`config.mk`:
```
export PLATFORM = sky130hd
export DESIGN_NAME = atan2_series_angle_unit
export DESIGN_NICKNAME = d
export VERILOG_FILES = /design/src/sv/atan2sa_pkg.sv /design/src/sv/atan2sa_div.sv /design/src/sv/atan2sa_series.sv /design/src/sv/atan2_series_angle_unit.sv
export SDC_FILE = /design/constraint.sdc
export NUM_CORES = 2
export LEC_CHECK = 0
export ABC_AREA = 1
export CAP_MARGIN = 20
export CORE_MARGIN = 1
export CORE_UTILIZATION = 60
export DETAILED_ROUTE_END_ITERATION = 10
export DONT_BUFFER_PORTS = 1
export GPL_TIMING_DRIVEN = 0
export PLACE_DENSITY_LB_ADDON = 0.12
export SYNTH_ARGS = -nofsm -noshare
export SYNTH_HDL_FRONTEND = slang
export SYNTH_SLANG_ARGS = --single-unit
```
`constraint.sdc`:
```
create_clock -name clock -period 28.3 [get_ports clock]
set_clock_uncertainty 0.05 [all_clocks]
set_input_delay 1.415 -clock clock [delete_from_list [all_inputs] [get_ports clock]]
set_output_delay 1.415 -clock clock [all_outputs]
set_load 0.005 [all_outputs]
```
`src/sv/atan2sa_pkg.sv`:
```
`timescale 1ns / 1ps
// ============================================================================
// atan2sa_pkg
// Shared widths, Q0.30 angle constants and the control structs passed between
// the angle unit, its series sequencer and the shared divider.
// ============================================================================
package atan2sa_pkg;

   // Coordinate and magnitude widths
   localparam int COORD_W = 16;
   localparam int MAG_W   = 16;

   // Q0.30 fractions and series sum
   localparam int FRAC_W = 30;
   localparam int SUM_W  = 32;

   // Shared divider: 60-bit dividend, 31-bit divisor, 30-bit quotient
   localparam int DIV_NUM_W   = 60;
   localparam int DIV_DEN_W   = 31;
   localparam int DIV_STEPS   = FRAC_W;
   localparam int DIV_CNT_W   = $clog2(DIV_STEPS);

   // Shared multiplier
   localparam int MUL_W  = 32;
   localparam int PROD_W = 2 * MUL_W;

   // Series term limit and term counter width
   localparam int MAX_TERMS = 48;
   localparam int TERM_W    = $clog2(MAX_TERMS + 1);
   localparam int KW        = TERM_W + 2;

   // Stop threshold, about 1e-7 in Q0.30
   localparam logic [FRAC_W-1:0] STOP_Q30 = 30'd107;
   localparam logic [SUM_W-1:0]  ONE_Q30  = 32'd1073741824;
   localparam logic [DIV_DEN_W-1:0] DIV_BY_3 = 31'd3;

   // Signed Q0.30 angles
   localparam int ANG_W = 34;
   localparam logic signed [ANG_W-1:0] PI_Q30          = 34'sd3373259426;
   localparam logic signed [ANG_W-1:0] HALF_PI_Q30     = 34'sd1686629713;
   localparam logic signed [ANG_W-1:0] QUARTER_PI_Q30  = 34'sd843314856;
   localparam logic signed [ANG_W-1:0] THREE_QTR_PI_Q30 = 34'sd2529944569;

   // Output angle, signed Q3.13
   localparam int OUT_W = 16;

   typedef struct packed {
      logic                 start;
      logic [DIV_NUM_W-1:0] num;
      logic [DIV_DEN_W-1:0] den;
   } div_req_type;

   typedef struct packed {
      logic              done;
      logic [FRAC_W-1:0] quot;
   } div_rsp_type;

   typedef struct packed {
      logic             start;
      logic [MAG_W-1:0] s;
      logic [MAG_W-1:0] b;
   } ser_req_type;

   typedef struct packed {
      logic              done;
      logic [FRAC_W-1:0] t;
   } ser_rsp_type;

endpackage

```
`src/sv/atan2sa_div.sv`:
```
`timescale 1ns / 1ps
// ============================================================================
// atan2sa_div
// Restoring divider, one quotient bit per cycle. The dividend's upper half
// must be below the divisor so the quotient fits in 30 bits.
// ============================================================================
module atan2sa_div (
   input  logic                     clock,
   input  logic                     reset,
   input  atan2sa_pkg::div_req_type div_req,
   output atan2sa_pkg::div_rsp_type div_rsp
);

   logic                                busy_ff;
   logic                                done_ff;
   logic [atan2sa_pkg::DIV_CNT_W-1:0]   cnt_ff;
   logic [atan2sa_pkg::DIV_DEN_W-1:0]   rem_ff;
   logic [atan2sa_pkg::DIV_DEN_W-1:0]   den_ff;
   logic [atan2sa_pkg::FRAC_W-1:0]      lo_ff;

   logic [atan2sa_pkg::DIV_DEN_W:0]     rem_sh;
   logic                                fits;
   logic [atan2sa_pkg::DIV_DEN_W-1:0]   rem_in;

   // Shift in the next dividend bit, then compare and subtract
   always_comb begin
      rem_sh = {rem_ff, lo_ff[atan2sa_pkg::FRAC_W-1]};
      fits   = (rem_sh >= {1'b0, den_ff});
      if (fits) begin
         rem_in = atan2sa_pkg::DIV_DEN_W'(rem_sh - {1'b0, den_ff});
      end else begin
         rem_in = rem_sh[atan2sa_pkg::DIV_DEN_W-1:0];
      end
   end

   // Load on start, step while busy; quotient bits collect in lo_ff
   always_ff @(posedge clock) begin
      if (reset) begin
         busy_ff <= 1'b0;
         done_ff <= 1'b0;
      end else begin
         done_ff <= 1'b0;
         if (div_req.start) begin
            rem_ff  <= {1'b0, div_req.num[atan2sa_pkg::DIV_NUM_W-1:atan2sa_pkg::FRAC_W]};
            lo_ff   <= div_req.num[atan2sa_pkg::FRAC_W-1:0];
            den_ff  <= div_req.den;
            cnt_ff  <= '0;
            busy_ff <= 1'b1;
         end else if (busy_ff) begin
            rem_ff <= rem_in;
            lo_ff  <= {lo_ff[atan2sa_pkg::FRAC_W-2:0], fits};
            cnt_ff <= cnt_ff + 1'b1;
            if (cnt_ff == atan2sa_pkg::DIV_CNT_W'(atan2sa_pkg::DIV_STEPS - 1)) begin
               busy_ff <= 1'b0;
               done_ff <= 1'b1;
            end
         end
      end
   end

   assign div_rsp.done = done_ff;
   assign div_rsp.quot = lo_ff;

   // A new division never starts on top of a running one
   a_start_idle: assert property (@(posedge clock) disable iff (reset)
      div_req.start |-> !busy_ff)
      else $error("divider started while busy");

   // The partial remainder stays below the divisor
   a_rem_bound: assert property (@(posedge clock) disable iff (reset)
      busy_ff |-> (rem_ff < den_ff))
      else $error("divider remainder out of range");

endmodule

```
`src/sv/atan2sa_series.sv`:
```
`timescale 1ns / 1ps
// ============================================================================
// atan2sa_series
// Sequencer for atan(s/b), 0 < s < b, by the Euler series in Q0.30. One
// registered multiplier and the shared divider do all products and quotients.
// ============================================================================
module atan2sa_series (
   input  logic                     clock,
   input  logic                     reset,
   input  atan2sa_pkg::ser_req_type ser_req,
   output atan2sa_pkg::ser_rsp_type ser_rsp
);

   typedef enum logic [3:0] {
      S_IDLE, S_BB, S_SS, S_ZGO, S_ZW, S_FW, S_PW0,
      S_TERM, S_MULK, S_PGO, S_PW, S_FIN, S_OUT
   } state_type;

   state_type                              state_ff;
   logic [atan2sa_pkg::MAG_W-1:0]          s_ff;
   logic [atan2sa_pkg::MAG_W-1:0]          b_ff;
   logic [atan2sa_pkg::DIV_DEN_W-1:0]      d_ff;
   logic [atan2sa_pkg::FRAC_W-1:0]         z_ff;
   logic [atan2sa_pkg::FRAC_W-1:0]         f_ff;
   logic [atan2sa_pkg::FRAC_W-1:0]         p_ff;
   logic [atan2sa_pkg::SUM_W-1:0]          sum_ff;
   logic [atan2sa_pkg::TERM_W-1:0]         n_ff;
   logic [atan2sa_pkg::PROD_W-1:0]         prod_ff;
   atan2sa_pkg::div_req_type               div_req_ff;
   atan2sa_pkg::ser_rsp_type               ser_rsp_ff;

   atan2sa_pkg::div_rsp_type               div_rsp;
   logic                                   mul_en;
   logic [atan2sa_pkg::MUL_W-1:0]          mul_a;
   logic [atan2sa_pkg::MUL_W-1:0]          mul_b;
   logic [atan2sa_pkg::DIV_DEN_W-1:0]      d_sum;
   logic [atan2sa_pkg::KW-1:0]             k_mul;
   logic [atan2sa_pkg::KW-1:0]             k_den;

   atan2sa_div u_div (
      .clock   (clock),
      .reset   (reset),
      .div_req (div_req_ff),
      .div_rsp (div_rsp)
   );

   // Series factors (2n+2) and (2n+3), and d = b*b + s*s
   assign k_mul = atan2sa_pkg::KW'({n_ff, 1'b0}) + atan2sa_pkg::KW'(2);
   assign k_den = atan2sa_pkg::KW'({n_ff, 1'b1}) + atan2sa_pkg::KW'(2);
   assign d_sum = d_ff + prod_ff[atan2sa_pkg::DIV_DEN_W-1:0];

   // Select multiplier operands for the current step
   always_comb begin
      mul_en = 1'b1;
      mul_a  = '0;
      mul_b  = '0;
      case (state_ff)
         S_BB: begin
            mul_a = atan2sa_pkg::MUL_W'(b_ff);
            mul_b = atan2sa_pkg::MUL_W'(b_ff);
         end
         S_SS: begin
            mul_a = atan2sa_pkg::MUL_W'(s_ff);
            mul_b = atan2sa_pkg::MUL_W'(s_ff);
         end
         S_ZGO: begin
            mul_a = atan2sa_pkg::MUL_W'(s_ff);
            mul_b = atan2sa_pkg::MUL_W'(b_ff);
         end
         S_TERM: begin
            mul_a = atan2sa_pkg::MUL_W'(p_ff);
            mul_b = atan2sa_pkg::MUL_W'(z_ff);
         end
         S_MULK: begin
            mul_a = atan2sa_pkg::MUL_W'(prod_ff[2*atan2sa_pkg::FRAC_W-1:atan2sa_pkg::FRAC_W]);
            mul_b = atan2sa_pkg::MUL_W'(k_mul);
         end
         S_FIN: begin
            mul_a = atan2sa_pkg::MUL_W'(f_ff);
            mul_b = sum_ff;
         end
         default: begin
            mul_en = 1'b0;
         end
      endcase
   end

   // Sequencer: squares, three divisions, then one term per pass
   always_ff @(posedge clock) begin
      if (reset) begin
         state_ff         <= S_IDLE;
         div_req_ff.start <= 1'b0;
         ser_rsp_ff.done  <= 1'b0;
      end else begin
         div_req_ff.start <= 1'b0;
         ser_rsp_ff.done  <= 1'b0;
         if (mul_en) begin
            prod_ff <= mul_a * mul_b;
         end
         unique case (state_ff)
            S_IDLE: begin
               if (ser_req.start) begin
                  s_ff     <= ser_req.s;
                  b_ff     <= ser_req.b;
                  state_ff <= S_BB;
               end
            end
            S_BB: begin
               state_ff <= S_SS;
            end
            S_SS: begin
               d_ff     <= prod_ff[atan2sa_pkg::DIV_DEN_W-1:0];
               state_ff <= S_ZGO;
            end
            S_ZGO: begin
               // z = s*s * 2^30 / d
               d_ff       <= d_sum;
               div_req_ff <= '{start: 1'b1,
                              num: {prod_ff[atan2sa_pkg::FRAC_W-1:0],
                                    atan2sa_pkg::FRAC_W'(0)},
                              den: d_sum};
               state_ff   <= S_ZW;
            end
            S_ZW: begin
               // f = s*b * 2^30 / d
               if (div_rsp.done) begin
                  z_ff       <= div_rsp.quot;
                  div_req_ff <= '{start: 1'b1,
                                 num: {prod_ff[atan2sa_pkg::FRAC_W-1:0],
                                       atan2sa_pkg::FRAC_W'(0)},
                                 den: d_ff};
                  state_ff   <= S_FW;
               end
            end
            S_FW: begin
               // first term p = 2z / 3
               if (div_rsp.done) begin
                  f_ff       <= div_rsp.quot;
                  div_req_ff <= '{start: 1'b1,
                                 num: atan2sa_pkg::DIV_NUM_W'({z_ff, 1'b0}),
                                 den: atan2sa_pkg::DIV_BY_3};
                  state_ff   <= S_PW0;
               end
            end
            S_PW0: begin
               if (div_rsp.done) begin
                  p_ff     <= div_rsp.quot;
                  sum_ff   <= atan2sa_pkg::ONE_Q30;
                  n_ff     <= atan2sa_pkg::TERM_W'(1);
                  state_ff <= S_TERM;
               end
            end
            S_TERM: begin
               // accumulate, then stop on a small term or at the term limit
               sum_ff <= sum_ff + atan2sa_pkg::SUM_W'(p_ff);
               if ((p_ff <= atan2sa_pkg::STOP_Q30) ||
                   (n_ff == atan2sa_pkg::TERM_W'(atan2sa_pkg::MAX_TERMS))) begin
                  state_ff <= S_FIN;
               end else begin
                  state_ff <= S_MULK;
               end
            end
            S_MULK: begin
               state_ff <= S_PGO;
            end
            S_PGO: begin
               // next p = ((p*z) >> 30) * (2n+2) / (2n+3)
               div_req_ff <= '{start: 1'b1,
                              num: prod_ff[atan2sa_pkg::DIV_NUM_W-1:0],
                              den: atan2sa_pkg::DIV_DEN_W'(k_den)};
               n_ff       <= n_ff + 1'b1;
               state_ff   <= S_PW;
            end
            S_PW: begin
               if (div_rsp.done) begin
                  p_ff     <= div_rsp.quot;
                  state_ff <= S_TERM;
               end
            end
            S_FIN: begin
               state_ff <= S_OUT;
            end
            S_OUT: begin
               // t = (f * sum) >> 30
               ser_rsp_ff.t    <= prod_ff[2*atan2sa_pkg::FRAC_W-1:atan2sa_pkg::FRAC_W];
               ser_rsp_ff.done <= 1'b1;
               state_ff        <= S_IDLE;
            end
            default: begin
               state_ff <= S_IDLE;
            end
         endcase
      end
   end

   assign ser_rsp = ser_rsp_ff;

endmodule

```
`src/sv/atan2_series_angle_unit.sv`:
```
`timescale 1ns / 1ps
// ============================================================================
// atan2_series_angle_unit
// Four-quadrant arctangent of a signed 16-bit vector, result in radians as
// signed Q3.13. Axis and diagonal vectors take fixed angles; all others go
// through the Euler-series sequencer on the smaller/larger magnitude.
// ============================================================================
//
// channel   dir   fields (tdata, lowest bit up)
// req       in    y_coord[15:0], x_coord[31:16]   signed integers
// rsp       out   angle[15:0]                     signed Q3.13
//
// Axis and diagonal vectors skip the series: T_CLASS goes to T_FINISH, which
// loads the fixed angle. Other vectors: one term per pass through the shared
// bit-serial divider and multiplier, at most 48 terms.
// req_tready is high only while no item is in work.
// Reset (synchronous) clears the sequencers and the result valid.
// A stalled result is held in the output register; the next item is taken
// meanwhile but its result waits until that register frees.
// ============================================================================
module atan2_series_angle_unit (
   input  logic        clock,
   input  logic        reset,
   input  logic        req_tvalid,
   output logic        req_tready,
   input  logic [31:0] req_tdata,   // y_coord[15:0], x_coord[31:16]
   output logic        rsp_tvalid,
   input  logic        rsp_tready,
   output logic [15:0] rsp_tdata    // angle[15:0]
);

   typedef enum logic [1:0] {
      T_IDLE, T_CLASS, T_RUN, T_FINISH
   } state_type;

   state_type                                state_ff;
   logic signed [atan2sa_pkg::COORD_W-1:0]   y_ff;
   logic signed [atan2sa_pkg::COORD_W-1:0]   x_ff;
   logic [atan2sa_pkg::FRAC_W-1:0]           t_ff;
   logic                                     rsp_tvalid_ff;
   logic [atan2sa_pkg::OUT_W-1:0]            rsp_tdata_ff;
   atan2sa_pkg::ser_req_type                 ser_req_ff;
   atan2sa_pkg::ser_rsp_type                 ser_rsp;

   logic                                     y_zero;
   logic                                     x_zero;
   logic                                     y_pos;
   logic                                     x_pos;
   logic                                     x_neg;
   logic [atan2sa_pkg::MAG_W:0]              ay;
   logic [atan2sa_pkg::MAG_W:0]              ax;
   logic                                     special;
   logic signed [atan2sa_pkg::ANG_W-1:0]     tq;
   logic signed [atan2sa_pkg::ANG_W-1:0]     ang;
   logic [atan2sa_pkg::ANG_W-1:0]            mag;
   logic [atan2sa_pkg::ANG_W-1:0]            mag_rnd;
   logic [atan2sa_pkg::OUT_W-1:0]            mag_q13;
   logic [atan2sa_pkg::OUT_W-1:0]            ang_q13;

   atan2sa_series u_series (
      .clock   (clock),
      .reset   (reset),
      .ser_req (ser_req_ff),
      .ser_rsp (ser_rsp)
   );

   // Signs and magnitudes of the held vector
   always_comb begin
      y_zero = (y_ff == '0);
      x_zero = (x_ff == '0);
      y_pos  = !y_ff[atan2sa_pkg::COORD_W-1] && !y_zero;
      x_pos  = !x_ff[atan2sa_pkg::COORD_W-1] && !x_zero;
      x_neg  = x_ff[atan2sa_pkg::COORD_W-1];
      if (y_ff[atan2sa_pkg::COORD_W-1]) begin
         ay = (atan2sa_pkg::MAG_W + 1)'(0) - {y_ff[atan2sa_pkg::COORD_W-1], y_ff};
      end else begin
         ay = {1'b0, y_ff};
      end
      if (x_neg) begin
         ax = (atan2sa_pkg::MAG_W + 1)'(0) - {x_ff[atan2sa_pkg::COORD_W-1], x_ff};
      end else begin
         ax = {1'b0, x_ff};
      end
      special = y_zero || x_zero || (ay == ax);
   end

   // Map the octant angle t to the full circle, in signed Q0.30
   always_comb begin
      tq = signed'(atan2sa_pkg::ANG_W'(t_ff));
      if (y_zero) begin
         ang = x_neg ? atan2sa_pkg::PI_Q30 : '0;
      end else if (x_zero) begin
         ang = y_pos ? atan2sa_pkg::HALF_PI_Q30 : -atan2sa_pkg::HALF_PI_Q30;
      end else if (ay == ax) begin
         if (y_pos == x_pos) begin
            ang = y_pos ? atan2sa_pkg::QUARTER_PI_Q30 : -atan2sa_pkg::THREE_QTR_PI_Q30;
         end else begin
            ang = x_pos ? -atan2sa_pkg::QUARTER_PI_Q30 : atan2sa_pkg::THREE_QTR_PI_Q30;
         end
      end else if (ay < ax) begin
         if (x_pos) begin
            ang = y_pos ? tq : -tq;
         end else begin
            ang = y_pos ? (atan2sa_pkg::PI_Q30 - tq) : (tq - atan2sa_pkg::PI_Q30);
         end
      end else begin
         if (y_pos) begin
            ang = x_pos ? (atan2sa_pkg::HALF_PI_Q30 - tq)
                        : (atan2sa_pkg::HALF_PI_Q30 + tq);
         end else begin
            ang = x_pos ? (tq - atan2sa_pkg::HALF_PI_Q30)
                        : (-atan2sa_pkg::HALF_PI_Q30 - tq);
         end
      end
   end

   // Round the magnitude to Q3.13, halves away from zero
   always_comb begin
      mag     = ang[atan2sa_pkg::ANG_W-1] ? unsigned'(-ang) : unsigned'(ang);
      mag_rnd = mag + atan2sa_pkg::ANG_W'(65536);
      mag_q13 = mag_rnd[atan2sa_pkg::OUT_W+16:17];
      if (ang[atan2sa_pkg::ANG_W-1]) begin
         ang_q13 = atan2sa_pkg::OUT_W'(0) - mag_q13;
      end else begin
         ang_q13 = mag_q13;
      end
   end

   // Control: take an item, classify, run the series, hand off the result
   always_ff @(posedge clock) begin
      if (reset) begin
         state_ff         <= T_IDLE;
         rsp_tvalid_ff    <= 1'b0;
         ser_req_ff.start <= 1'b0;
      end else begin
         ser_req_ff.start <= 1'b0;
         if (rsp_tvalid_ff && rsp_tready) begin
            rsp_tvalid_ff <= 1'b0;
         end
         unique case (state_ff)
            T_IDLE: begin
               if (req_tvalid) begin
                  y_ff     <= signed'(req_tdata[15:0]);
                  x_ff     <= signed'(req_tdata[31:16]);
                  state_ff <= T_CLASS;
               end
            end
            T_CLASS: begin
               if (special) begin
                  state_ff <= T_FINISH;
               end else begin
                  ser_req_ff.start <= 1'b1;
                  if (ay < ax) begin
                     ser_req_ff.s <= ay[atan2sa_pkg::MAG_W-1:0];
                     ser_req_ff.b <= ax[atan2sa_pkg::MAG_W-1:0];
                  end else begin
                     ser_req_ff.s <= ax[atan2sa_pkg::MAG_W-1:0];
                     ser_req_ff.b <= ay[atan2sa_pkg::MAG_W-1:0];
                  end
                  state_ff <= T_RUN;
               end
            end
            T_RUN: begin
               if (ser_rsp.done) begin
                  t_ff     <= ser_rsp.t;
                  state_ff <= T_FINISH;
               end
            end
            T_FINISH: begin
               // load only once the output register is free
               if (!rsp_tvalid_ff || rsp_tready) begin
                  rsp_tdata_ff  <= ang_q13;
                  rsp_tvalid_ff <= 1'b1;
                  state_ff      <= T_IDLE;
               end
            end
            default: begin
               state_ff <= T_IDLE;
            end
         endcase
      end
   end

   assign req_tready = (state_ff == T_IDLE);
   assign rsp_tvalid = rsp_tvalid_ff;
   assign rsp_tdata  = rsp_tdata_ff;

   // One item in work at a time
   a_accept_blocks: assert property (@(posedge clock) disable iff (reset)
      (req_tvalid && req_tready) |=> !req_tready)
      else $error("item accepted while another is in work");

   // The series only finishes for an item that was sent to it
   a_series_in_run: assert property (@(posedge clock) disable iff (reset)
      ser_rsp.done |-> (state_ff == T_RUN))
      else $error("series result outside of run state");

endmodule

```
==> flow_summary.yaml <==
outcome:
  status: "completed"
timing:
  finalHoldViolations: 0
  tightest_slew_ns: 1.26
  max_slew_margin: 0.152
  layout_min_cycle_time_ns: 12.34
  setup_viol: 0
  drv_slew: 0
  period_share: 0.436
  fmax_mhz: 81.0
  rsz0062_at_grt: "false"
  setup_tns_ns: 0
  finalWorstSetupSlack_ns: 15.96
placed_design:
  dp_slack_ns: 16.30
  gp_congestion: 1.06
  hpwl_um: 201000
  io_buffers: 0
clocking:
  postCtsHoldBufs: 0
  clk_path_buf_depth: 3
  cts_resized: 0
  post_cts_buffers: 0
  clk_latency_ns: 0.69
  cts_tree: "yes"
  clock-sinks: 591
  numCtsBuffers: 57
  root_buffer: "clkbuf_16"
  cts.clk_slew.worst_paths_ns: 0.07
  cts_max_level: 2
synthesis:
  ys_seq_area_frac: 0.263
  synth.top_cell.area_share: 0.259
  synth_top_flop_cell: "edfxtp_1"
  synth_top_cell_by_area: "edfxtp_1"
  synth_edf_count: 579
  netlist_area_um2: 67100
  async_flop_share: 0
  yosys_warnings: 0
  ys_ff_latch: 591
  syn_inst: 8284
  avgSynthCellArea_um2: 8.09
  synthTopCellsByArea: "edfxtp_1 (26%), fa_1 (25%), nand2_1 (12%)"
  synth_nets: 9524
  ys_types: 62
worst_hold_path:
  hold_path.class: "flip-flop to flip-flop"
setup_path:
  worst_path_max_delay_cell: "clkinv_1"
  crit_path_end_kind: "flip-flop"
  r2r_slack_ns: 15.96
  cp-endpoint: "u_series.prod_ff[52]$_DFFE_PP_"
  startpoint: "u_series.state_ff[0]$_SDFFE_PP0P_"
  crit-reg2reg-launch: "u_series.state_ff[0]$_SDFFE_PP0P_"
  worstPathRequired_ns: 28.66
  arrival_ns: 12.70
  regToRegEndpoint: "u_series.prod_ff[52]$_DFFE_PP_"
  path_max_fanout: 10
  slowest_delay_ns: 0.80
  crit_type: "flip-flop to flip-flop"
  ff2ff_path_depth: 37
  critPathLaunchType: "flip-flop"
pwr:
  peakVddDrop_uv: 47.9
  p_per_area_nw_per_um2: 39.8
  p_leak_nw: 35.7
routing:
  avgRoutedWirePerCell_um: 24.7
  num_vias: 59050
  drt_iter0_drc: 7524
  drtAntennaViolNets: 0
  drc: 0
  wirelength_um: 245000
  vias_per_cell: 5.95
  drt-pass1-iter-count: 7
global_route:
  grt_usage: 0.437
  grt_overflow: 0
  antenna_found_initial: 2
  grt_max_degree: 33
  grt_first_pass_wirelength_um: 361000
  grt_pass1_vias: 57509
job:
  drv_cap: 0
floorplanning:
  start_util: 0.606
  core_area_um2: 111000
  ioPinCount: 54
  row_count: 122
  die_area_um2: 113000
  chipWidth_um: 336
  die_y_um: 336
final_layout:
  layout-drive-gt1-share: 0.0407
  final_nets: 9626
  diodes: 0
  area_growth_pct: 6.84
==> synth_stat cells, drive strengths merged (23+ instances only) <==
| master | instances |
|---|---|
| a21oi | 301 |
| a31oi | 32 |
| buf | 80 |
| clkbuf | 210 |
| edfxtp | 579 |
| fa | 838 |
| ha | 366 |
| inv | 1752 |
| nand2 | 2164 |
| nand3 | 368 |
| nand3b | 23 |
| nand4 | 46 |
| nor2 | 734 |
| nor3 | 52 |
| o211ai | 36 |
| o21a | 31 |
| o21ai | 309 |
| o22ai | 82 |
| xnor2 | 63 |
| xor2 | 86 |
==> stage by stage <==
stage	total power [mW]	util	instances	hold slack [ns]	cell area, µm²
global placement	2.01	0.623	9772	0.351	68900
detailed placement	2.04	0.630	9811	0.355	69700
global route	2.94	0.647	9923	0.372	71600
finish	2.85	0.647	9923	0.360	71600
CTS	2.81	0.647	9919	0.363	71600
floorplan	1.63	-	8284	0.350	67100
==> area by class of cell <==
class | count | area, µm²
Timing Repair Buffer | 43 | 648
Fill cell | 9474 | 39000
Tap cell | 1488 | 1860
Clock inverter | 46 | 429
Buffer | 290 | 1290
Inverter | 1768 | 6640
Multi-Input combinational cell | 5635 | 41700
Clock buffer | 62 | 1460
Sequential cell | 591 | 17600
==> per-layer routing <==
metal | GRT usage | vias up | share of wire
li1 | - | 25879 | -
met1 | 0.581 | 28434 | 0.37
met2 | 0.657 | 3967 | 0.43
met3 | 0.0993 | 766 | 0.13
met4 | 0.260 | 4 | 0.072
met5 | 0 | - | 0.000094
==> cells in the final DEF, fill, tap and decap left out, types with 75 or more instances in the layout <==
master	n
fa_1	838
a21oi_1	296
nor2_1	696
xor2_1	85
inv_1	1723
clkbuf_1	214
nand2_1	2136
o22ai_1	75
nand3_1	360
o21ai_0	280
edfxtp_1	579
ha_1	366
==> kinds of logic after synthesis <==
group           after synthesis  share of synthesized area
fa+ha+maj                  1204                      0.318
flops                       591                      0.263
xor+xnor                    149                     0.0196
buf+inv                    2058                      0.118
other cells                   2                   0.000112
compound gates              873                     0.0740
simple gates               3407                      0.207
==> registers in the layout, summed over array words and instances (netlist names), 31 cells and up <==
| signal | count |
|---|---|
| u_series.div_req_ff | 92 |
| u_series.prod_ff | 60 |
| ser_req_ff | 33 |
| u_series.sum_ff | 32 |
| u_series.d_ff | 31 |
| u_series.ser_rsp | 31 |
| u_series.u_div.den_ff | 31 |
| u_series.u_div.rem_ff | 31 |
==> worst max-delay path, delay by kind of cell, from the launching register on <==
kind | cells | cell delay [ns]
adder cells (fa/ha/maj) | 9 | 4.01
flip-flops | 1 | 0.41
AO/OA/AOI/OAI | 11 | 3.23
buffers and inverters | 10 | 2.70
AND/OR/NAND/NOR | 6 | 1.48
XOR/XNOR | 1 | 0.15
==> power breakdown <==
group          leakage (nW)  internal (mW)  switching [mW]
registers              5.38           1.02          0.0439
logic                  29.4          0.251           0.755
clock network         0.902          0.401           0.377
total                  35.7           1.67            1.18
==> worst min path at each step <==
stage / from / endpoint / slack [ns] / cells past startpoint
final: u_series.div_req_ff[28]$_DFFE_PP_ / u_series.u_div.den_ff[28]$_DFFE_PP_ / 0.36 / 0
after detailed placement: u_series.div_req_ff[10]$_DFFE_PP_ / u_series.u_div.den_ff[10]$_DFFE_PP_ / 0.35 / 0
after global routing: u_series.ser_rsp[16]$_DFFE_PP_ / t_ff[16]$_DFFE_PP_ / 0.37 / 0
after global placement: u_series.ser_rsp[4]$_DFFE_PP_ / t_ff[4]$_DFFE_PP_ / 0.35 / 0
after CTS: u_series.div_req_ff[28]$_DFFE_PP_ / u_series.u_div.den_ff[28]$_DFFE_PP_ / 0.36 / 0
after floorplan: u_series.ser_rsp[0]$_DFFE_PP_ / t_ff[0]$_DFFE_PP_ / 0.35 / 0
No activity file was read; power rests on OpenSTA's default activity.
